<file path="config.mk">
export PLATFORM = sky130hd
export DESIGN_NAME = lobm_ram
export DESIGN_NICKNAME = d
export VERILOG_FILES = /design/src/lobm_ram.sv
export SDC_FILE = /design/constraint.sdc
export NUM_CORES = 1
export LEC_CHECK = 0
export CELL_PAD_IN_SITES_DETAIL_PLACEMENT = 0
export CELL_PAD_IN_SITES_GLOBAL_PLACEMENT = 1
export CORE_MARGIN = 1
export CORE_UTILIZATION = 30
export CTS_BUF_LIST = sky130_fd_sc_hd__clkbuf_8
export DETAILED_ROUTE_END_ITERATION = 16
export DONT_BUFFER_PORTS = 1
export PLACE_DENSITY = 0.5
export SYNTH_ARGS = -nofsm -noshare
export SYNTH_HDL_FRONTEND = slang
export SYNTH_SLANG_ARGS = --single-unit
</file>
<file path="constraint.sdc">
create_clock -name clk -period 1.9 [get_ports clk]
set_input_delay 0.19 -clock clk [delete_from_list [all_inputs] [get_ports clk]]
set_output_delay 0.19 -clock clk [all_outputs]
set_load 0.1 [all_outputs]
</file>
<file path="src/lobm_ram.sv">
// Generic single-write, single-read RAM with registered read data.
// No dependencies.
`default_nettype none

module lobm_ram #(
    parameter int WIDTH = 8,
    parameter int DEPTH = 16
) (
    input  wire logic                     clk,
    input  wire logic                     we,
    input  wire logic [$clog2(DEPTH)-1:0] waddr,
    input  wire logic [WIDTH-1:0]         wdata,
    input  wire logic [$clog2(DEPTH)-1:0] raddr,
    output      logic [WIDTH-1:0]         rdata
);
    logic [WIDTH-1:0] mem [DEPTH];

    always_ff @(posedge clk)
    begin
        if (we)
        begin
            mem[waddr] <= wdata;
        end
        rdata <= mem[raddr];
    end
endmodule

`default_nettype wire

</file>
* After elaboration in Yosys (flattened, before gate mapping) *
Memories as Yosys holds them, arrays and structs flattened. A register that Yosys moved wholly into a read port is not among the register bits.
Index checks and enable logic that the tools add are counted.

storage, ports and cells
  bits in writable memories = 128
  input port bits = 18
  bits in registers = 0
  word-level logic and storage cells = 3
  output and inout port bits = 8
  memories = 1

memory list
  name  words  width  read ports  clocked after memory_dff  wr ports  RTL line  source
  mem   16     8      1           1                         1         16        logic [WIDTH-1:0] mem [DEPTH];

operators by class
  muxes and demuxes = 2

operators with widths
  operator           number
  two-way mux 1 bit  2

* Longest topological paths before layout *
Gate-level depths: netlist (run 1).

  word-level depth = 2
  depth in mapped cells = 5
  mapped depth without buffers = 3

* Least setup slack after synthesis (run 1) *
OpenSTA, ideal clock, no wires.

  path kind = input-to-reg
  from = input waddr[2]
  to = memory mem[0][0], enable pin
  arrival time = 1.300 ns
  setup time = 0.383 ns
  stages on the path = 2
  setup slack = 0.217 ns
  data required time = 1.517 ns
  cell sequence = or3b_2 > nor3_1

RTL lines
  element          RTL line  source
  start, declared  11        input wire logic [$clog2(DEPTH)-1:0] waddr,
  end, declared    16

No word-level cell before the write port.

==> run_results.csv, run 1 <==
group,metric,value,unit
logic_synthesis,synth.top_cells.by_area,"sky130_fd_sc_hd__edfxtp_1, sky130_fd_sc_hd__mux4_2, sky130_fd_sc_hd__mux4_1",
cells_and_area,areaGrowthSynthToFinish,15.68,%
logic_synthesis,synth_seq_cells,136,
die,dieArea,17690,um^2
run_status,outcome,"complete, no violations",
pwr,leakage,1.970,nW
drt,detailroute.wirelength.met3,336,um
setup_path,worst-endpoint-required,2.20,ns
logic_synthesis,syn_inst,229,
cts,cts-buffers-inserted,17,
logic_synthesis,yosys.area.top_type,"sky130_fd_sc_hd__edfxtp_1",
global_route,grt_antenna_before_repair,0,
drt,wirelength,10.46,mm
cts,post_cts.repair.setup_buffers,0,
pwr,total_switching_power,1.269,mW
cts,clkTransAtPathRegs,0.07,ns
global_route,global_route_wire_length_before_repair,15.97,mm
global_route,first_global_vias,2469,
drt,drt.antenna.violating_nets,0,
sta,final_min_period_over_clock_period,75.83,%
cells_and_area,final_layout_size_suffix_gt1_share,23.94,%
die,boundaryPins,26,
die,initial_core_util,30.93,%
drt,drt_iter0_drc,127,
cts,cts_hold_repair.buffers,8,
run,max_cap_violations,0,
setup_path,setup.worst_path.class,"register to register",
worst_hold_path,worst_hold_path_type,"input pin to register",
drt,maxUsedRoutingLayer,"met4",
drt,drt_pre_antenna_iters,4,
global_route,grt.total_usage,12.97,%
placed_design,place.port_buffers,0,
sta,min_period,1.441,ns
pwr,peakVddDrop,0.4058,mV
setup_path,timing.critical_path.slowest_cell_delay,0.51,ns
drt,wirelength_met1,5.119,mm
logic_synthesis,synth_ff_type,"sky130_fd_sc_hd__edfxtp_1",
cells_and_area,layout.filler_cells,1570,
logic_synthesis,synth-warning-count,0,
pwr,combinationalPowerShare,7.1,%
logic_synthesis,synth.top_cell.area_share,74.67,%
logic_synthesis,synth_seq_area_share,77.78,%
cts,clock-sinks,136,
logic_synthesis,asyncSetResetFlopFracSynth,0,%
pwr,power.share.switching,21.68,%
sta,setup_viol,0,
logic_synthesis,post_synth.cell_area_avg,22.48,um^2
placed_design,gp_congestion,0.6771,
pwr,power.internal,4.583,mW
cells_and_area,antenna_diode_instance_count,0,
drt,vias,2331,
sta,slew_violations,0,
global_route,grt_start_max_net_pins,33,
setup_path,crit_path_start_kind,"register",
cts,cts_root_buf,"sky130_fd_sc_hd__clkbuf_8",
setup_path,critical_path.cell_chain,"mux4_1 -> a22oi_1 -> nand2_1",
cts,insertion_delay,0.43,ns
cells_and_area,final_net_count,289,
pwr,power.clock.fraction,35.3,%
setup_path,worst-endpoint-arrival,1.74,ns
sta,max_freq,694.1,MHz
setup_path,crit_path_max_fanout,1,
die,die_width,133.0,um
placed_design,place_area,5524,um^2
cts,cts_tree,"yes",
logic_synthesis,synth_edf_count,128,
die,floorplan.rows,47,
drt,met2WireLength,4.834,mm
sta,slew_headroom,52.44,%
sta,tightest_slew,0.7107,ns
cts,cts_htree_levels,4,
pwr,share_seq_of_total_power,57.6,%
cells_and_area,mostFrequentLayoutCells,"sky130_fd_sc_hd__edfxtp_1, sky130_fd_sc_hd__buf_4, sky130_fd_sc_hd__clkbuf_8, sky130_fd_sc_hd__mux4_2, sky130_fd_sc_hd__a22oi_1",
setup_path,worstSetupEndpointType,"register",
cells_and_area,layout.cell_area.non_filler,5954,um^2
drt,via_per_inst,4.625,
sta,hold_violations,0,
placed_design,dp.final_hpwl,6.512,mm
die,core_area,16640,um^2
logic_synthesis,net_count_synth,247,
pwr,power_density,982.8,nW/um^2
cts,buffer_depth_of_the_longest_clock_path,2,
cells_and_area,layout_commonest_cell,"sky130_fd_sc_hd__edfxtp_1",
global_route,grt-ovfl-total,0,
sta,finalSetupTns,0,ns
drt,remaining_drc_errors,0,
logic_synthesis,synth_cell_type_count,19,
sta,rsz_0062_raised_after_global_routing,"no",
cts,ctsResizeCount,0,
logic_synthesis,synth.cell_area,5147,um^2
drt,wire_per_inst,20.75,um
sta,skew,0.008461,ns
die,die_h,133.0,um
setup_path,critPathSlowestCell,"sky130_fd_sc_hd__mux4_1",
Yosys cell counts, types with 2 or more instances:
library cell,count
sky130_fd_sc_hd__dfxtp_1,8
sky130_fd_sc_hd__nor2_1,13
sky130_fd_sc_hd__edfxtp_1,128
sky130_fd_sc_hd__nand2b_1,2
sky130_fd_sc_hd__clkdlybuf4s25_2,3
sky130_fd_sc_hd__a22oi_1,16
sky130_fd_sc_hd__buf_2,3
sky130_fd_sc_hd__buf_6,3
sky130_fd_sc_hd__nand3b_1,2
sky130_fd_sc_hd__nor3_1,4
sky130_fd_sc_hd__mux4_2,18
sky130_fd_sc_hd__nand2_1,9
sky130_fd_sc_hd__mux4_1,14
routing by layer:
layer	up-vias	track usage, %
li1	1053	-
met1	1231	18.10
met2	33	19.02
met3	14	3.333
met4	0	5.747
met5	-	0
layout make-up:
type | instances | area [um^2] | share of cell area, %
timing repair buffer | 33 | 267.8 | 4.497
multi-input combinational | 83 | 1057 | 17.76
clock buffer | 20 | 275.3 | 4.623
sequential | 136 | 4004 | 67.24
clock inverter | 12 | 75.07 | 1.261
tap | 220 | 275.3 | 4.623
power by group through the flow:
stage	clock [mW]	combinational, mW	sequential (mW)
detailed placement	0	0.369	3.44
global placement	0	0.369	3.44
finish	2.06	0.417	3.37
floorplan	0	0.170	3.58
global route	2.25	0.438	3.38
CTS	2.13	0.422	3.37
worst max-delay path, delay by kind of cell, from the launching register on:
family	cells	cell delay, ns
simple gates	1	0.08
compound gates	1	0.37
flops	1	0.36
mux	1	0.51
worst paths after layout:
check | start | to | slack (ns) | cells past startpoint
setup / recovery | mem[9][3] | rdata[3] | 0.46 | 3
hold / removal | raddr[1] | rdata[7] | 0.07 | 3
setup reg to reg | mem[9][3] | rdata[3] | 0.46 | 3
hold reg to reg | mem[12][6] | rdata[6] | 0.67 | 3
kinds of logic (layout without fill, tap and decap cells):
logic type / Yosys count / in the layout / synth area share (%)
AO/OA/AOI/OAI: 16 / 16 / 2.334
buffers and inverters: 10 / 65 / 1.677
flip-flops: 136 / 136 / 77.78
multiplexers: 32 / 32 / 15.02
AND/OR/NAND/NOR: 35 / 35 / 3.184
stage by stage:
stage / setup WS (ns) / hold slack (ns) / util, % / total power, mW / std cells
2_1_floorplan: 0.2171 / 0.2889 / - / 3.747 / 229
3_3_place_gp: 0.4708 / 0.2899 / 33.19 / 3.805 / 464
3_5_place_dp: 0.5054 / 0.2900 / 33.19 / 3.807 / 464
4_1_cts: 0.4883 / 0.02638 / 35.78 / 5.929 / 504
5_1_grt: 0.3867 / 0.05745 / 35.78 / 6.065 / 504
6_report: 0.4593 / 0.06734 / 35.78 / 5.852 / 504
sequential cells by signal, indices dropped and copies added (netlist names):
name,count
rdata,8
mem,128
No activity file was read; power rests on OpenSTA's default activity.
==> inputs of run 2 (changes only) <==
PLACE_DENSITY = 0.51   (was 0.5)
clock period = 1.3 ns   (was 1.9 ns; I/O delays follow)
==> run 2 against run 1 <==
  * Register-to-register slack got worse by 0.44 ns
  * Critical endpoint is now rdata[7]
  * Sequential share of layout area down 1.5 points
  * Total power up 60%
  * Clock power is 85% higher
  * Clock skew shrank 0.0012 ns
  * Combinational power increased by 52%
  * Sequential power up 46%
==> run_results.csv, run 2 (same netlist as run 1, synthesis figures left out) <==
group,metric,value,unit
cts,cts-buffers-inserted,17,
cells_and_area,final_net_count,289,
cells_and_area,register_ranked_first_by_flip_flop_count,"mem",
drt,wire_per_inst,21.00,um
cells_and_area,layout_commonest_cell,"sky130_fd_sc_hd__edfxtp_1",
setup_path,setup.worst_path.class,"register to register",
cts,post_cts.repair.setup_buffers,0,
placed_design,place.port_buffers,0,
drt,remaining_drc_errors,0,
cells_and_area,layout.cell_area.non_filler,6090,um^2
sta,max_freq,779.5,MHz
sta,tightest_slew,1.046,ns
cells_and_area,final_layout_size_suffix_gt1_share,33.45,%
pwr,leakage,1.944,nW
sta,slew_violations,0,
cts,cts_htree_levels,4,
run,max_cap_violations,0,
run_status,outcome,"complete, no violations",
die,boundaryPins,26,
cts,cts_tree,"yes",
pwr,power.clock.fraction,40.7,%
placed_design,dp.final_hpwl,6.453,mm
worst_hold_path,worstHoldPathCells,3,
setup_path,worstSetupEndpointType,"register",
drt,vias,2318,
setup_path,critical_path.cell_chain,"mux4_2 -> a22oi_2 -> nand2_1",
sta,min_period,1.283,ns
setup_path,worst-endpoint-required,1.61,ns
pwr,power.share.switching,21.47,%
global_route,grt_antenna_before_repair,0,
sta,setup_viol,0,
cells_and_area,mostFrequentLayoutCells,"sky130_fd_sc_hd__edfxtp_1, sky130_fd_sc_hd__mux4_2, sky130_fd_sc_hd__buf_4, sky130_fd_sc_hd__clkbuf_8, sky130_fd_sc_hd__nor2_1",
setup_path,worst-r2r-cell-count,3,
pwr,power.internal,7.367,mW
setup_path,worst-endpoint-arrival,1.60,ns
pwr,total_switching_power,2.015,mW
cts,insertion_delay,0.43,ns
pwr,peakVddDrop,0.7224,mV
die,core_area,16640,um^2
cells_and_area,areaGrowthSynthToFinish,18.30,%
cells_and_area,largest_registers,"mem x128, rdata x8",
pwr,combinationalPowerShare,6.8,%
global_route,grt.total_usage,13.11,%
placed_design,gp_congestion,0.6489,
drt,drt.antenna.violating_nets,0,
drt,wirelength,10.59,mm
sta,hold_violations,0,
die,dieArea,17690,um^2
cts,cts_root_buf,"sky130_fd_sc_hd__clkbuf_8",
sta,final_min_period_over_clock_period,98.68,%
cells_and_area,antenna_diode_instance_count,0,
global_route,first_global_vias,2559,
die,initial_core_util,30.93,%
sta,rsz_0062_raised_after_global_routing,"yes",
die,die_width,133.0,um
setup_path,critPathSlowestCell,"sky130_fd_sc_hd__mux4_2",
cells_and_area,largest_register_ff_count,128,
drt,drt_pre_antenna_iters,4,
global_route,grt_start_max_net_pins,33,
sta,finalSetupTns,0,ns
setup_path,timing.critical_path.slowest_cell_delay,0.47,ns
global_route,grt-ovfl-total,0,
sta,skew,0.007293,ns
worst_hold_path,worst_hold_path_type,"input pin to register",
pwr,report.power.total,9.382,mW
cells_and_area,layout.filler_cells,1520,
drt,drt_iter0_drc,183,
setup_path,crit_path_max_fanout,1,
pwr,power_density,1541,nW/um^2
sta,slew_headroom,30.15,%
setup_path,crit_path_start_kind,"register",
pwr,share_seq_of_total_power,52.5,%
placed_design,place_area,5532,um^2
sta,fin_hold_ws,0.01076,ns
global_route,global_route_wire_length_before_repair,15.84,mm
die,floorplan.rows,47,
die,die_h,133.0,um
cts,buffer_depth_of_the_longest_clock_path,2,
cts,clock-sinks,136,
drt,via_per_inst,4.599,
cts,clkTransAtPathRegs,0.07,ns
==> run 2: worst paths after layout <==
check	slack, ns	from	to
max	0.02	mem[8][7]	rdata[7]
min	0.01	raddr[1]	rdata[3]
max reg2reg	0.02	mem[8][7]	rdata[7]
min reg2reg	0.68	mem[15][1]	rdata[1]
==> run 2: critical path: cells and delay by family (launching register included) <==
| kind | cells | cell delay [ns] |
|---|---|---|
| mux | 1 | 0.47 |
| simple gates | 1 | 0.11 |
| flops | 1 | 0.37 |
| compound gates | 1 | 0.21 |
==> run 2: what timing repair did <==
action | CTS | global route
hold buffers | 8 | 1
resized for setup | 12 | 8
setup endpoints to repair | 8 | 8
pin swaps | 6 | 2
hold endpoints to repair | 134 | 3
==> run 2: per-layer routing <==
layer	routed length, um	global-route usage, %	vias to the layer above
met5	0	0	-
met4	161	6.513	0
met3	506	3.678	13
met2	5116	20.54	56
met1	4800	16.71	1204
li1	-	-	1045
==> run 2: layout make-up <==
type / instances / area, um^2 / area share, %
clock buffers: 17 / 234.0 / 3.842
multi-input cells: 83 / 1095 / 17.98
flip-flops and latches: 136 / 4004 / 65.75
well taps: 220 / 275.3 / 4.520
repair buffers: 33 / 274.0 / 4.500
clock inverters: 15 / 207.7 / 3.411
==> run 2: power groups by stage <==
stage                     clock [mW]  sequential (mW)  combinational, mW
after detailed placement           0             5.03              0.536
final                           3.82             4.93              0.635
after global placement             0             5.02              0.538
after global routing            4.10             4.94              0.673
after floorplan                    0             5.23              0.250
after CTS                       3.94             4.93              0.633
==> run 2: metrics by stage <==
step / worst slack, ns / instances / util (%)
final: 0.01714 / 504 / 36.59
after global routing: -0.03878 / 504 / 36.59
after floorplan: -0.09615 / 229 / -
after detailed placement: -0.08938 / 463 / 33.24
after CTS: -0.004941 / 503 / 36.55
after global placement: -0.08209 / 463 / 33.24
==> inputs of run 3 (changes only) <==
CELL_PAD_IN_SITES_DETAIL_PLACEMENT = default   (was 0)
CELL_PAD_IN_SITES_GLOBAL_PLACEMENT = default   (was 1)
PLACE_DENSITY = 0.47   (was 0.51)
==> run 3 against run 2 <==
  * Non-clock buffer count is the same
  * Die area is the same
  * Largest cell class unchanged
  * Combinational power grew 0.8%
  * Critical endpoint is now rdata[2]
  * First-iteration DRC count grew 8.7%
  * Sequential share of layout area grew 0.64 points
  * Highest routed layer unchanged
==> run_results.csv, run 3 (same netlist as run 1, synthesis figures left out) <==
group,metric,value,unit
run_status,outcome,"complete, no violations",
pwr,total_switching_power,1.947,mW
cells_and_area,layout.filler_cells,1555,
drt,drt_pre_antenna_iters,6,
die,initial_core_util,30.93,%
cells_and_area,multiInputGateArea,1095,um^2
cts,cts_tree,"yes",
global_route,grt.total_usage,12.93,%
pwr,power_density,1462,nW/um^2
cells_and_area,layout.area.seq,4004,um^2
sta,max_freq,781.3,MHz
setup_path,worstSetupEndpointType,"register",
cells_and_area,final_net_count,289,
die,boundaryPins,26,
setup_path,setup.worst_path.class,"register to register",
sta,min_period,1.280,ns
cts,clock-sinks,136,
sta,hold_violations,0,
placed_design,place.port_buffers,0,
pwr,power.internal,6.873,mW
run,max_cap_violations,0,
drt,wire_per_inst,20.91,um
cts,cts_root_buf,"sky130_fd_sc_hd__clkbuf_8",
die,dieArea,17690,um^2
cells_and_area,layout.cell_area.non_filler,6031,um^2
cts,clkTransAtPathRegs,0.07,ns
pwr,peakVddDrop,0.6899,mV
drt,via_per_inst,4.651,
drt,remaining_drc_errors,0,
cells_and_area,stdcell_count,504,
pwr,combinationalPowerShare,7.3,%
drt,drt.antenna.violating_nets,0,
cts,cts-buffers-inserted,17,
global_route,grt_start_max_net_pins,33,
die,die_h,133.0,um
sta,skew,0.007066,ns
setup_path,worst-endpoint-arrival,1.60,ns
cells_and_area,areaGrowthSynthToFinish,17.16,%
placed_design,place_area,5544,um^2
sta,slew_violations,0,
cts,post_cts.repair.setup_buffers,0,
pwr,report.power.total,8.820,mW
cells_and_area,mostFrequentLayoutCells,"sky130_fd_sc_hd__edfxtp_1, sky130_fd_sc_hd__mux4_2, sky130_fd_sc_hd__buf_4, sky130_fd_sc_hd__clkbuf_8, sky130_fd_sc_hd__nor2_1",
sta,slew_headroom,31.14,%
pwr,power.clock.fraction,36.9,%
cells_and_area,largest_register_ff_count,128,
die,core_area,16640,um^2
global_route,first_global_vias,2474,
setup_path,worst-endpoint-required,1.62,ns
drt,drt_iter0_drc,199,
cts,insertion_delay,0.43,ns
sta,setup_viol,0,
cells_and_area,utilization_after_layout,36.24,%
drt,wirelength,10.54,mm
cells_and_area,register_ranked_first_by_flip_flop_count,"mem",
pwr,power.share.switching,22.07,%
placed_design,placedCellCount,463,
die,floorplan.rows,47,
pwr,share_seq_of_total_power,55.9,%
cts,cts_htree_levels,4,
die,die_width,133.0,um
global_route,grt_antenna_before_repair,0,
placed_design,gp_congestion,0.6889,
sta,rsz_0062_raised_after_global_routing,"yes",
setup_path,crit_path_start_kind,"register",
pwr,leakage,1.928,nW
sta,tightest_slew,1.029,ns
cells_and_area,layout_commonest_cell,"sky130_fd_sc_hd__edfxtp_1",
cells_and_area,antenna_diode_instance_count,0,
cells_and_area,largest_registers,"mem x128, rdata x8",
sta,fin_hold_ws,0.005624,ns
cells_and_area,final_layout_size_suffix_gt1_share,33.80,%
drt,vias,2344,
sta,final_min_period_over_clock_period,98.45,%
placed_design,dp.final_hpwl,6.461,mm
global_route,global_route_wire_length_before_repair,15.91,mm
worst_hold_path,worst_hold_path_type,"input pin to register",
global_route,grt-ovfl-total,0,
setup_path,crit_path_max_fanout,1,
cts,buffer_depth_of_the_longest_clock_path,2,
## run 3: metrics by stage
stage	setup slack [ns]	setup TNS [ns]
3_3_place_gp	-0.06617	-0.2240
6_report	0.02011	0
4_1_cts	0.004071	0
2_1_floorplan	-0.09615	-2.943
3_5_place_dp	-0.05946	-0.2498
5_1_grt	-0.04417	-0.07135
## run 3: power groups by stage
stage,Sequential (mW),Clock [mW],Combinational (mW)
floorplan,5.23,0,0.250
global placement,5.02,0,0.540
detailed placement,5.02,0,0.541
CTS,4.93,3.34,0.633
global route,4.93,3.54,0.673
finish,4.93,3.25,0.640
## run 3: critical path: stages (launching register included)
cell,delay [ns]
sky130_fd_sc_hd__edfxtp_1,0.36
sky130_fd_sc_hd__mux4_2,0.48
sky130_fd_sc_hd__a22oi_2,0.24
sky130_fd_sc_hd__nand2_1,0.08
## run 3: area by class of cell
class	count	share of cell area (%)
flip-flops and latches	136	66.39
multi-input cells	83	18.15
repair buffers	33	4.689
well taps	220	4.564
clock buffers	19	4.336
clock inverters	13	1.867
## run 3: worst paths after layout
check	start	endpoint	slack, ns	depth (start not counted)
worst max-delay path	mem[11][2]	rdata[2]	0.02	3
worst min register to register	mem[14][4]	rdata[4]	0.68	3
worst max register to register	mem[11][2]	rdata[2]	0.02	3
worst min-delay path	raddr[1]	rdata[1]	0.006	3
## run 3: what timing repair did
action,4_1_cts,5_1_grt
hold buffers,8,1
gates cloned,0,0
hold endpoints to repair,134,1
pin swaps,3,5
endpoints found under the setup margin,7,8
resized for setup,10,12
## run 3: routing by layer
metal / vias up / part of all wire, % / GRT usage, %
met5: - / 0 / 0
met4: 0 / 2.0 / 5.939
met3: 15 / 2.6 / 3.295
met2: 39 / 48 / 20.19
met1: 1245 / 47 / 16.92
li1: 1045 / - / -
