===== src/lobm_pkg.sv =====
// Shared types and constants for the limit order book matcher.
// No dependencies.
`default_nettype none

package lobm_pkg;

    localparam logic RESULT_TRADE   = 1'b0;
    localparam logic RESULT_SUMMARY = 1'b1;

    typedef struct packed {
        logic        is_bid;
        logic [15:0] order_item;
        logic [30:0] limit_price;
        logic [30:0] order_volume;
        logic [31:0] trader_id;
    } order_t;

    typedef struct packed {
        logic        result_kind;
        logic [31:0] buyer_id;
        logic [31:0] seller_id;
        logic [15:0] trade_item;
        logic [30:0] trade_quantity;
        logic [61:0] trade_amount;
        logic [30:0] leftover_volume;
        logic        book_full;
        logic        last;
    } result_t;

    // one resting order as held in the slot RAM
    typedef struct packed {
        logic [15:0] item;
        logic [30:0] price;
        logic [30:0] volume;
        logic [31:0] owner;
        logic [31:0] stamp;
    } slot_t;

    localparam int SLOT_W = $bits(slot_t);

    // best-candidate state carried between scan steps
    typedef struct packed {
        logic        found;
        logic [30:0] price;
        logic [31:0] age;
    } best_t;

endpackage

`default_nettype wire


===== src/lobm_cmp.sv =====
// Shared compare unit: crossing test and price-time priority against the best so far.
// Depends on lobm_pkg.
`default_nettype none

module lobm_cmp
    import lobm_pkg::*;
(
    input  wire logic        live,
    input  wire slot_t       entry,
    input  wire logic        is_bid,
    input  wire logic [15:0] item,
    input  wire logic [30:0] limit,
    input  wire logic [31:0] counter,
    input  wire best_t       best,
    output      logic        better,
    output      logic [31:0] age
);
    logic crosses;

    always_comb
    begin
        age     = counter - entry.stamp;
        crosses = is_bid ? (entry.price <= limit) : (entry.price >= limit);
        better  = 1'b0;
        if (live && entry.item == item && crosses)
        begin
            priority if (!best.found)
                better = 1'b1;
            else if (entry.price != best.price)
                better = is_bid ? (entry.price < best.price) : (entry.price > best.price);
            else
                better = age > best.age; // ties keep the lower slot
        end
    end
endmodule

`default_nettype wire


===== config.mk =====
export PLATFORM = sky130hd
export DESIGN_NAME = lobm_cmp
export DESIGN_NICKNAME = d
export VERILOG_FILES = /design/src/lobm_pkg.sv /design/src/lobm_cmp.sv
export SDC_FILE = /design/constraint.sdc
export NUM_CORES = 1
export LEC_CHECK = 0
export BUFFER_PORTS_ARGS = -buffer_cell sky130_fd_sc_hd__buf_2
export CAP_MARGIN = 10
export CORE_AREA = 4 4 121 123
export DETAILED_ROUTE_END_ITERATION = 16
export DIE_AREA = 0 0 125 127
export REMOVE_ABC_BUFFERS = 1
export SETUP_SLACK_MARGIN = 0.5
export SLEW_MARGIN = 20
export SYNTH_ARGS = -nofsm -noshare
export SYNTH_HDL_FRONTEND = slang
export SYNTH_SLANG_ARGS = --single-unit

===== constraint.sdc =====
create_clock -name vclk -period 7.6
set_input_delay 0.38 -clock vclk [all_inputs]
set_output_delay 0.38 -clock vclk [all_outputs]
set_load 0.01 [all_outputs]

# After elaboration in Yosys (flattened, before gate mapping)
# Index checks and enable logic that the tools add are counted.
dict set report word_totals {
  word_cells 15
  reg_bits 0
  in_bits 287
}
dict set report op_classes {
  mux 5
  magnitude_cmp 5
  n_reduce_logical 2
  add_sub_neg 1
  eq_ne 2
}
# op count
set ops {}
lappend ops {{32-bit > comparator} 1}
lappend ops {{32-bit subtractor} 1}
lappend ops {{31-bit >= comparator} 1}
lappend ops {{31-bit > comparator} 1}
lappend ops {{31-bit <= comparator} 1}
lappend ops {{31-bit less-than comparator} 1}
lappend ops {{31-bit != test} 1}
lappend ops {{16-bit equality test} 1}
lappend ops {{1-bit 2-to-1 mux} 5}
lappend ops {{1-bit logical AND} 2}

# Longest topological paths before layout
# Gate-level depths: netlist of the first run.
dict set report logic_depth {
  depth_word 5
  ltp_mapped 20
  depth_no_buf 20
}

# Worst setup path after synthesis of the first run
# Ideal clock, no wire load.
dict set report synth_path {
  kind {input to output}
  from {input port counter[0]}
  to {output port better}
  slack_ns 3.608
  t_arrival_ns 3.612
  cell_stages 19
  required_ns 7.220
  cell_sequence {inv_1 -> ha_1 -> inv_1 -> fa_1 -> a211oi_1 -> o21a_1 -> o211ai_2 -> o2111ai_2 -> a211oi_1 -> o21ai_1 -> a21oi_1 -> xor2_1 -> ha_1 -> nand4_1 -> nor4_1 -> nand3_1 -> o21ai_0 -> o2111ai_1 -> o311a_1}
}
dict set report synth_via {
  elab_chain_len 5
}
# element line
set synth_rtl {}
lappend synth_rtl {{start: declaration} lobm_cmp.sv:13} ;# input wire logic [31:0] counter,
lappend synth_rtl {{32-bit subtractor} lobm_cmp.sv:22} ;# age = counter - entry.stamp;
lappend synth_rtl {{named net age[30]} lobm_cmp.sv:16} ;# output logic [31:0] age
lappend synth_rtl {{32-bit > comparator} lobm_cmp.sv:32} ;# better = age > best.age;
lappend synth_rtl {{1-bit 2-to-1 mux} lobm_cmp.sv:29} ;# else if (entry.price != best.price)
lappend synth_rtl {{1-bit 2-to-1 mux} lobm_cmp.sv:27} ;# priority if (!best.found)
lappend synth_rtl {{1-bit 2-to-1 mux} lobm_cmp.sv:25} ;# if (live && entry.item == item && crosses)
lappend synth_rtl {{end: declaration} lobm_cmp.sv:15} ;# output logic better,
# The timed path passes the listed nets, and every way through them passes these cells.

# Worst setup path after layout of the first run
dict set report layout_path {
  from {input port counter[0]}
  to {output port better}
}
dict set report layout_via {
  elab_chain_len 5
}
# element line
set layout_rtl {}
lappend layout_rtl {{32-bit subtractor} lobm_cmp.sv:22}
lappend layout_rtl {{32-bit > comparator} lobm_cmp.sv:32}
lappend layout_rtl {{1-bit 2-to-1 mux} lobm_cmp.sv:29}
lappend layout_rtl {{1-bit 2-to-1 mux} lobm_cmp.sv:27}
lappend layout_rtl {{1-bit 2-to-1 mux} lobm_cmp.sv:25}
# No other way between the ends.

==> impl_table.tex, run 1 <==
\begin{tabular}{lr}
\hline
Metric & Value \\
\hline
\multicolumn{2}{l}{\textbf{Power and ir drop}} \\
Power, Total & 0.445 mW \\
Internal & 0.214 mW \\
PD cells & 78.2 nW/µm² \\
Share of total power in sequential cells & 0\% \\
Fraction of power spent switching nets & 51.9\% \\
Power share of the combinational group & 100.0\% \\
Worst VDD drop & 0.0000247 V \\
Clock network power share & 0\% \\
Leak pwr & 3.62 nW \\
Power dissipated by switching net loads & 0.231 mW \\
\multicolumn{2}{l}{\textbf{STA}} \\
Worst-Margin Slew & 0.495 ns \\
Final hold viol count & 0 \\
Shortest period the worst path allows & 4.89 ns \\
Setup repair after global routing missed its margin & false \\
Maximum clock frequency & 204 MHz \\
Share of the clock period used by the worst path after layout & 64.4\% \\
Total setup violations reported at the end of the flow & 0 \\
Setup TNS & 0 ns \\
Worst slack on hold paths & 1.14 ns \\
Post-route worst setup slack & 2.71 ns \\
Final slew viol count & 0 \\
Max-slew headroom & 66.8\% \\
\multicolumn{2}{l}{\textbf{Die}} \\
Area of the core & 13,700 µm² \\
Die Ht & 127 µm \\
Initial cell density of the core & 30.6\% \\
Horizontal extent of the die & 125 µm \\
Count of boundary I/O pins & 320 \\
Site row count & 43 \\
Die area & 15,900 µm² \\
\multicolumn{2}{l}{\textbf{Final layout}} \\
Area of all placed cells without fillers & 5690 µm² \\
Count of placed standard cells in the final layout, fillers left out & 1,014 \\
Final core area utilization & 41.6\% \\
Number of clock buffers in the layout & 0 \\
Sequential cells & 0 \\
Area used by sequential logic in the layout & 0 µm² \\
Growth of design area from synthesis to finish & 36.2\% \\
Number of nets in the finished design & 1,249 \\
Number of fill cells in the layout & 1,521 \\
Share of layout cells above drive strength 1 & 32.5\% \\
ANT cells & 0 \\
\multicolumn{2}{l}{\textbf{Setup path}} \\
Highest fanout seen on the critical path & 4 \\
Type of the worst setup path & primary input to primary output \\
Required time of the critical path & 7.22 ns \\
Worst EP arrival & 4.51 ns \\
Endpoint type of the worst setup path & primary output \\
Critical Path Source Type & primary input \\
\multicolumn{2}{l}{\textbf{Synthesis}} \\
Sequential-to-total area share from yosys stat & 0\% \\
Synth warnings & 0 \\
Yosys cell types & 50 \\
Mapped Area & 4180 µm² \\
Average footprint of a synthesized cell & 7.24 µm² \\
Synth Instances & 577 \\
\multicolumn{2}{l}{\textbf{Clock tree}} \\
Number of gates resized after cts & 0 \\
Post-CTS Hold Fix Bufs & 0 \\
Setup bufs post-CTS & 0 \\
\multicolumn{2}{l}{\textbf{Placed design}} \\
Final weighted congestion in routability-driven placement & 0.833 \\
Placed inst area & 5690 µm² \\
Place WS & 2.68 ns \\
HPWL after DPL & 12.4 mm \\
Port buffer count & 257 \\
Number of placed instances, taps included & 1,014 \\
\multicolumn{2}{l}{\textbf{Global routing}} \\
Via count of the first global-routing pass & 4,640 \\
Total congestion overflow after global routing & 0 \\
Overall routing resource usage & 15.5\% \\
Global-route wire length before repair & 21.4 mm \\
Initial antenna violation count & 0 \\
Maximum number of pins on one net before global-route repair & 8 \\
\multicolumn{2}{l}{\textbf{Routing}} \\
Number of remaining DRC errors & 0 \\
Vias post-DR & 4,663 \\
Via-per-instance ratio & 4.60 \\
Wire length per cell & 12.9 µm \\
DRT antenna net count & 0 \\
Total Routed Length & 13.1 mm \\
DR pass1 iterations & 4 \\
DRT iter0 DRCs & 89 \\
\multicolumn{2}{l}{\textbf{Outcome}} \\
Status & complete, no violations \\
\multicolumn{2}{l}{\textbf{Worst hold path}} \\
Worst min path class & primary input to primary output \\
Hold Path Stages & 4 \\
\multicolumn{2}{l}{\textbf{Flow run}} \\
Count of max-cap constraint violations & 0 \\
\hline
\end{tabular}
[synthesized netlist by cell type, types with 4 or more instances]
library cell	n	share of area, %
nand3_1	6	0.72
nor3_1	4	0.48
a21o_1	54	9.7
nand2b_1	4	0.60
xnor2_1	33	6.9
xor2_1	12	2.5
ha_1	125	37
nor2b_1	7	1.0
o21ai_0	24	2.9
a21oi_1	51	6.1
a211oi_1	7	1.3
inv_1	132	12
and3_1	6	0.90
nor4_1	5	0.75
nand2_1	10	0.90
nand4_1	28	4.2
nor2_1	20	1.8
o21a_1	5	0.90
[critical path, stage by stage]
cell	delay [ns]
buf_2	0.09
inv_1	0.04
ha_1	0.16
inv_1	0.06
fa_1	0.42
a211oi_1	0.38
o21a_1	0.23
o211ai_2	0.15
o2111ai_2	0.30
a211oi_1	0.13
o21ai_1	0.15
a21oi_1	0.08
xor2_1	0.16
ha_1	0.30
nand4_1	0.18
nor4_1	0.49
nand3_1	0.15
o21ai_0	0.13
o2111ai_1	0.20
o311a_1	0.17
buf_2	0.15
[final cells by class]
cell class	count	area (µm²)	share of cell area, %
multi-input combinational	445	3680	64.7
timing repair buffer	257	1290	22.6
inverter	132	495	8.71
tap	180	225	3.96
[cells in the final DEF (no fill, tap or decap), drive strengths merged, types with 8 or more instances in the layout]
cell type    n
nor2        21
xnor2       33
buf        257
a21o        55
xor2        12
ha         125
nand4       28
nand2       10
and3         8
o21ai       27
a21oi       52
inv        132
[worst paths after layout]
check	startpoint	end	slack (ns)
worst max-delay path	counter[0]	better	2.71
worst min-delay path	entry[0]	age[0]	1.14
[metal layers]
layer / GRT usage [%] / up-vias / part of all wire [%]
met5: 0 / - / 0
met4: 0 / 0 / 0
met3: 2.55 / 0 / 7.5
met2: 29.5 / 156 / 49
met1: 19.7 / 1955 / 43
li1: - / 2552 / -
[power by group through the flow]
| stage | registers, mW | logic [mW] | clock network (mW) |
|---|---|---|---|
| floorplan | 0 | 0.286 | 0 |
| global placement | 0 | 0.447 | 0 |
| detailed placement | 0 | 0.450 | 0 |
| CTS | 0 | 0.452 | 0 |
| global route | 0 | 0.510 | 0 |
| finish | 0 | 0.445 | 0 |
[cell families after synthesis]
| logic type | synth area share [%] |
|---|---|
| AND/OR/NAND/NOR | 13.3 |
| AO/OA/AOI/OAI | 27.5 |
| buffers and inverters | 11.9 |
| adder cells (fa/ha/maj) | 37.9 |
| XOR/XNOR | 9.43 |
Power figures use the tool's default switching activity.
==> run 2: changes to the inputs <==
==> constraint.sdc (replaced) <==
create_clock -name vclk -period 4.6
set_input_delay 0.23 -clock vclk [all_inputs]
set_output_delay 0.23 -clock vclk [all_outputs]
set_load 0.01 [all_outputs]
==> run 2 against run 1 <==
- global-route usage is 0.44 points higher
- critical path depth decreased by 1
- sequential share of layout area is the same
- wire length rose by 2.8%
- first-iteration DRC count grew 36%
- cell area rose by 3.7%
- non-clock buffer count grew 7
- largest power group unchanged
==> impl_table.tex, run 2 (synthesized netlist as in run 1, its figures left out) <==
\begin{tabular}{lr}
\hline
Metric & Value \\
\hline
\multicolumn{2}{l}{\textbf{Placed design}} \\
Final weighted congestion in routability-driven placement & 0.832 \\
HPWL after DPL & 12.5 mm \\
Placed inst area & 5710 µm² \\
Port buffer count & 257 \\
\multicolumn{2}{l}{\textbf{Outcome}} \\
Status & complete, no violations \\
\multicolumn{2}{l}{\textbf{Global routing}} \\
Global-route wire length before repair & 22.0 mm \\
Via count of the first global-routing pass & 4,767 \\
Overall routing resource usage & 16.0\% \\
Maximum number of pins on one net before global-route repair & 8 \\
Total congestion overflow after global routing & 0 \\
Initial antenna violation count & 0 \\
\multicolumn{2}{l}{\textbf{Final layout}} \\
Sequential cells & 0 \\
Final core area utilization & 43.2\% \\
Leading cell types in the layout, fill and taps excluded & buf\_2 (257), inv\_1 (130), ha\_1 (123), a21o\_1 (54), a21oi\_1 (51) \\
Most common library cell in the layout ignoring fill and taps & buf\_2 \\
Area used by sequential logic in the layout & 0 µm² \\
Share of layout cells above drive strength 1 & 35.0\% \\
Number of clock buffers in the layout & 0 \\
Area of all placed cells without fillers & 5900 µm² \\
Growth of design area from synthesis to finish & 41.2\% \\
Number of nets in the finished design & 1,256 \\
ANT cells & 0 \\
Number of fill cells in the layout & 1,473 \\
\multicolumn{2}{l}{\textbf{STA}} \\
Share of the clock period used by the worst path after layout & 89.6\% \\
Worst-Margin Slew & 0.502 ns \\
Maximum clock frequency & 243 MHz \\
Total setup violations reported at the end of the flow & 0 \\
Setup repair after global routing missed its margin & true \\
Final slew viol count & 0 \\
Max-slew headroom & 66.2\% \\
Shortest period the worst path allows & 4.12 ns \\
Final hold viol count & 0 \\
\multicolumn{2}{l}{\textbf{Setup path}} \\
Chain of cells forming the critical path & buf\_2 > inv\_1 > ha\_4 > a2111o\_1 > a211o\_1 > o22a\_1 > o2111ai\_4 > a211oi\_2 > o21ai\_1 > a21oi\_1 > xor2\_1 > ha\_1 > nand4\_1 > nor4\_4 > nand3\_1 > o21ai\_1 > buf\_4 > o2111ai\_4 > o311a\_1 > buf\_2 \\
CP delay by family, top & compound AO/OA/AOI/OAI gates \\
Required time of the critical path & 4.37 ns \\
Endpoint type of the worst setup path & primary output \\
Largest stage delay, worst path & 0.43 ns \\
Highest fanout seen on the critical path & 5 \\
Type of the worst setup path & primary input to primary output \\
Crit-path slowest cell & a2111o\_1 \\
Critical Path Source Type & primary input \\
Worst EP arrival & 3.89 ns \\
Buffer and inverter count on the worst path & 4 \\
\multicolumn{2}{l}{\textbf{Routing}} \\
Number of remaining DRC errors & 0 \\
Via-per-instance ratio & 4.62 \\
Vias post-DR & 4,712 \\
DRT antenna net count & 0 \\
Total Routed Length & 13.4 mm \\
Wire length per cell & 13.1 µm \\
DRT iter0 DRCs & 121 \\
DR pass1 iterations & 4 \\
\multicolumn{2}{l}{\textbf{Die}} \\
Site row count & 43 \\
Horizontal extent of the die & 125 µm \\
Count of boundary I/O pins & 320 \\
Initial cell density of the core & 30.6\% \\
Die area & 15,900 µm² \\
Die Ht & 127 µm \\
Area of the core & 13,700 µm² \\
\multicolumn{2}{l}{\textbf{Power and ir drop}} \\
Leak pwr & 3.68 nW \\
Worst VDD drop & 0.0000349 V \\
PD cells & 132 nW/µm² \\
\multicolumn{2}{l}{\textbf{Flow run}} \\
Count of max-cap constraint violations & 0 \\
\multicolumn{2}{l}{\textbf{Worst hold path}} \\
Worst min path class & primary input to primary output \\
\hline
\end{tabular}
run 2: per-layer routing:
metal	wire (µm)	up-vias	track usage (%)
met2	6610	154	30.4
met1	5840	1984	20.0
met4	64	0	0.638
li1	-	2570	-
met5	0	-	0
met3	901	4	2.51
run 2: worst min-delay path, cell delays in order:
cell,delay [ns]
buf_2,0.11
ha_4,0.13
inv_1,0.03
buf_2,0.12
run 2: power by group:
part	leakage, nW	internal, mW	switching [mW]	total [mW]
Clock	0	0	0	0
Sequential	0	0	0	0
Combinational	3.68	0.376	0.405	0.781
Total	3.68	0.376	0.405	0.781
run 2: metrics by stage:
step / worst slack (ns) / total power, mW / hold WS, ns / std cells / TNS [ns]
finish: 0.480 / 0.781 / 0.858 / 1021 / 0
global route: 0.180 / 0.889 / 0.902 / 1021 / 0
CTS: 0.505 / 0.783 / 0.848 / 1020 / 0
detailed placement: -0.0125 / 0.750 / 0.847 / 1017 / -0.0125
global placement: 0.0209 / 0.747 / 0.848 / 1017 / 0
floorplan: 0.908 / 0.472 / 0.646 / 577 / 0
run 2: cell type report:
| class | count | area, µm² | area share, % |
|---|---|---|---|
| Tap cell | 180 | 225 | 3.82 |
| Timing Repair Buffer | 264 | 1340 | 22.8 |
| Inverter | 132 | 495 | 8.40 |
| Multi-Input combinational cell | 445 | 3840 | 65.0 |
run 2: path summary, 6_finish.rpt:
kind / from / to / slack, ns / depth (start not counted)
min: entry[0] / age[0] / 0.86 / 4
max: entry[19] / better / 0.48 / 20
run 2: what timing repair did:
item | 4_1_cts | 5_1_grt
setup endpoints to repair | 1 | 1
pin swaps | 18 | 3
buffers inserted | 3 | 1
hold buffers | 0 | 0
gates resized for setup | 24 | 2
==> run 3: changes to the inputs <==
--- a/config.mk
+++ b/config.mk
@@ -11,7 +11,7 @@
 export DETAILED_ROUTE_END_ITERATION = 16
 export DIE_AREA = 0 0 125 127
 export REMOVE_ABC_BUFFERS = 1
-export SETUP_SLACK_MARGIN = 0.5
+export SETUP_SLACK_MARGIN = 0.2
 export SLEW_MARGIN = 20
 export SYNTH_ARGS = -nofsm -noshare
 export SYNTH_HDL_FRONTEND = slang
==> run 3 against run 2 <==
- via count rose by 0.45%
- combinational power fell by 0.5%
- global-route usage fell by 0.27 points
- power fell by 0.60%
- fmax fell by 0.23%
- die area did not move
- sequential cell count did not move
- setup slack got worse by 0.0094 ns
- non-clock buffer count fell by 1
- wire length fell by 0.45%
- critical path depth did not move
==> impl_table.tex, run 3 (synthesized netlist as in run 1, its figures left out) <==
\begin{tabular}{lr}
\hline
Metric & Value \\
\hline
\multicolumn{2}{l}{\textbf{Setup path}} \\
Highest fanout seen on the critical path & 5 \\
Required time of the critical path & 4.37 ns \\
Endpoint type of the worst setup path & primary output \\
Launch point of the worst path & entry[19] \\
Type of the worst setup path & primary input to primary output \\
Critical Path Source Type & primary input \\
Worst EP arrival & 3.90 ns \\
\multicolumn{2}{l}{\textbf{Global routing}} \\
Maximum number of pins on one net before global-route repair & 8 \\
Overall routing resource usage & 15.7\% \\
Initial antenna violation count & 0 \\
Via count of the first global-routing pass & 4,712 \\
Total congestion overflow after global routing & 0 \\
Global-route wire length before repair & 21.7 mm \\
\multicolumn{2}{l}{\textbf{STA}} \\
Maximum clock frequency & 242 MHz \\
Worst slack on hold paths & 0.847 ns \\
Worst-Margin Slew & 0.502 ns \\
Post-route worst setup slack & 0.470 ns \\
Shortest period the worst path allows & 4.13 ns \\
Setup repair after global routing missed its margin & false \\
Final slew viol count & 0 \\
Max-slew headroom & 66.2\% \\
Total setup violations reported at the end of the flow & 0 \\
Share of the clock period used by the worst path after layout & 89.8\% \\
Final hold viol count & 0 \\
\multicolumn{2}{l}{\textbf{Power and ir drop}} \\
Power dissipated by switching net loads & 0.403 mW \\
Clock network power share & 0\% \\
Power share of the combinational group & 100.0\% \\
PD cells & 132 nW/µm² \\
Fraction of power spent switching nets & 51.9\% \\
Worst VDD drop & 0.0000352 V \\
Leak pwr & 3.67 nW \\
Internal & 0.373 mW \\
Share of total power in sequential cells & 0\% \\
\multicolumn{2}{l}{\textbf{Placed design}} \\
Place WS & -0.0125 ns \\
Final weighted congestion in routability-driven placement & 0.832 \\
Port buffer count & 257 \\
HPWL after DPL & 12.5 mm \\
\multicolumn{2}{l}{\textbf{Clock tree}} \\
Post-CTS Hold Fix Bufs & 0 \\
\multicolumn{2}{l}{\textbf{Die}} \\
Count of boundary I/O pins & 320 \\
Initial cell density of the core & 30.6\% \\
Site row count & 43 \\
Die Ht & 127 µm \\
Horizontal extent of the die & 125 µm \\
Die area & 15,900 µm² \\
Area of the core & 13,700 µm² \\
\multicolumn{2}{l}{\textbf{Worst hold path}} \\
Hold Path Stages & 4 \\
Start point of the worst min-delay path & entry[0] \\
Worst min path class & primary input to primary output \\
Min-Delay Endpoint & age[0] \\
\multicolumn{2}{l}{\textbf{Routing}} \\
DRT iter0 DRCs & 115 \\
Number of remaining DRC errors & 0 \\
Total Routed Length & 13.4 mm \\
Via-per-instance ratio & 4.64 \\
Wire length per cell & 13.1 µm \\
DRT antenna net count & 0 \\
DR pass1 iterations & 4 \\
Vias post-DR & 4,733 \\
\multicolumn{2}{l}{\textbf{Final layout}} \\
ANT cells & 0 \\
Area used by sequential logic in the layout & 0 µm² \\
Most common library cell in the layout ignoring fill and taps & buf\_2 \\
Number of clock buffers in the layout & 0 \\
Number of fill cells in the layout & 1,478 \\
Leading cell types in the layout, fill and taps excluded & buf\_2 (256), inv\_1 (130), ha\_1 (123), a21o\_1 (54), a21oi\_1 (51) \\
Share of layout cells above drive strength 1 & 34.9\% \\
Growth of design area from synthesis to finish & 40.7\% \\
Sequential cells & 0 \\
Combined area of the multi-input logic cells & 3820 µm² \\
Number of nets in the finished design & 1,255 \\
\multicolumn{2}{l}{\textbf{Flow run}} \\
Count of max-cap constraint violations & 0 \\
\multicolumn{2}{l}{\textbf{Outcome}} \\
Status & complete, no violations \\
\hline
\end{tabular}
[run 3: cell count changes in the layout (fill, tap and decap cells not counted), sizes merged]
cell / previous run / this run
buf: 264 / 263
[run 3: worst max-delay path by stage]
stage / cells after the start / end
after detailed placement: 22 / better
after floorplan: 19 / better
after CTS: 20 / better
after global routing: 20 / better
after global placement: 22 / better
final: 20 / better
[run 3: routing by layer]
layer  track usage (%)  up-vias  routed length, µm
met4             0.383        0                  0
met2              29.9      169               6670
met1              19.8     1998               5710
li1                  -     2566                  -
met3              2.47        0                983
met5                 0        -                  0
[run 3: layout make-up]
| type | count | area share (%) |
|---|---|---|
| Inverter | 132 | 8.42 |
| Tap cell | 180 | 3.83 |
| Timing Repair Buffer | 263 | 22.7 |
| Multi-Input combinational cell | 445 | 65.0 |
[run 3: critical path, stage by stage]
cell	delay, ns
buf_2	0.10
inv_1	0.05
ha_2	0.30
a2111o_1	0.44
a211o_1	0.29
o22a_1	0.24
o2111ai_4	0.13
a211oi_2	0.12
o21ai_1	0.14
a21oi_1	0.09
xor2_1	0.17
ha_1	0.30
nand4_1	0.19
nor4_4	0.38
nand3_1	0.13
o21ai_1	0.09
buf_4	0.13
o2111ai_4	0.09
o311a_1	0.14
buf_6	0.13
[run 3: power groups by stage]
stage               combinational [mW]  clock [mW]  sequential (mW)
finish                           0.777           0                0
global route                     0.884           0                0
CTS                              0.760           0                0
detailed placement               0.750           0                0
global placement                 0.747           0                0
floorplan                        0.472           0                0
[run 3: stage by stage]
stage | TNS (ns) | power, mW | area, µm² | std cells | utilization, %
after floorplan | 0 | 0.472 | 4180 | 577 | -
after global placement | 0 | 0.747 | 5710 | 1017 | 41.8
after detailed placement | -0.0125 | 0.750 | 5710 | 1017 | 41.8
after CTS | 0 | 0.760 | 5750 | 1017 | 42.0
after global routing | 0 | 0.884 | 5880 | 1020 | 43.0
final | 0 | 0.777 | 5880 | 1020 | 43.0
[run 3: what timing repair did]
action,in CTS,in global routing
resized for setup,5,22
endpoints found under the hold margin,0,0
cloned,0,0
buffers inserted,0,3
pin swaps,1,18
setup endpoints to repair,1,1
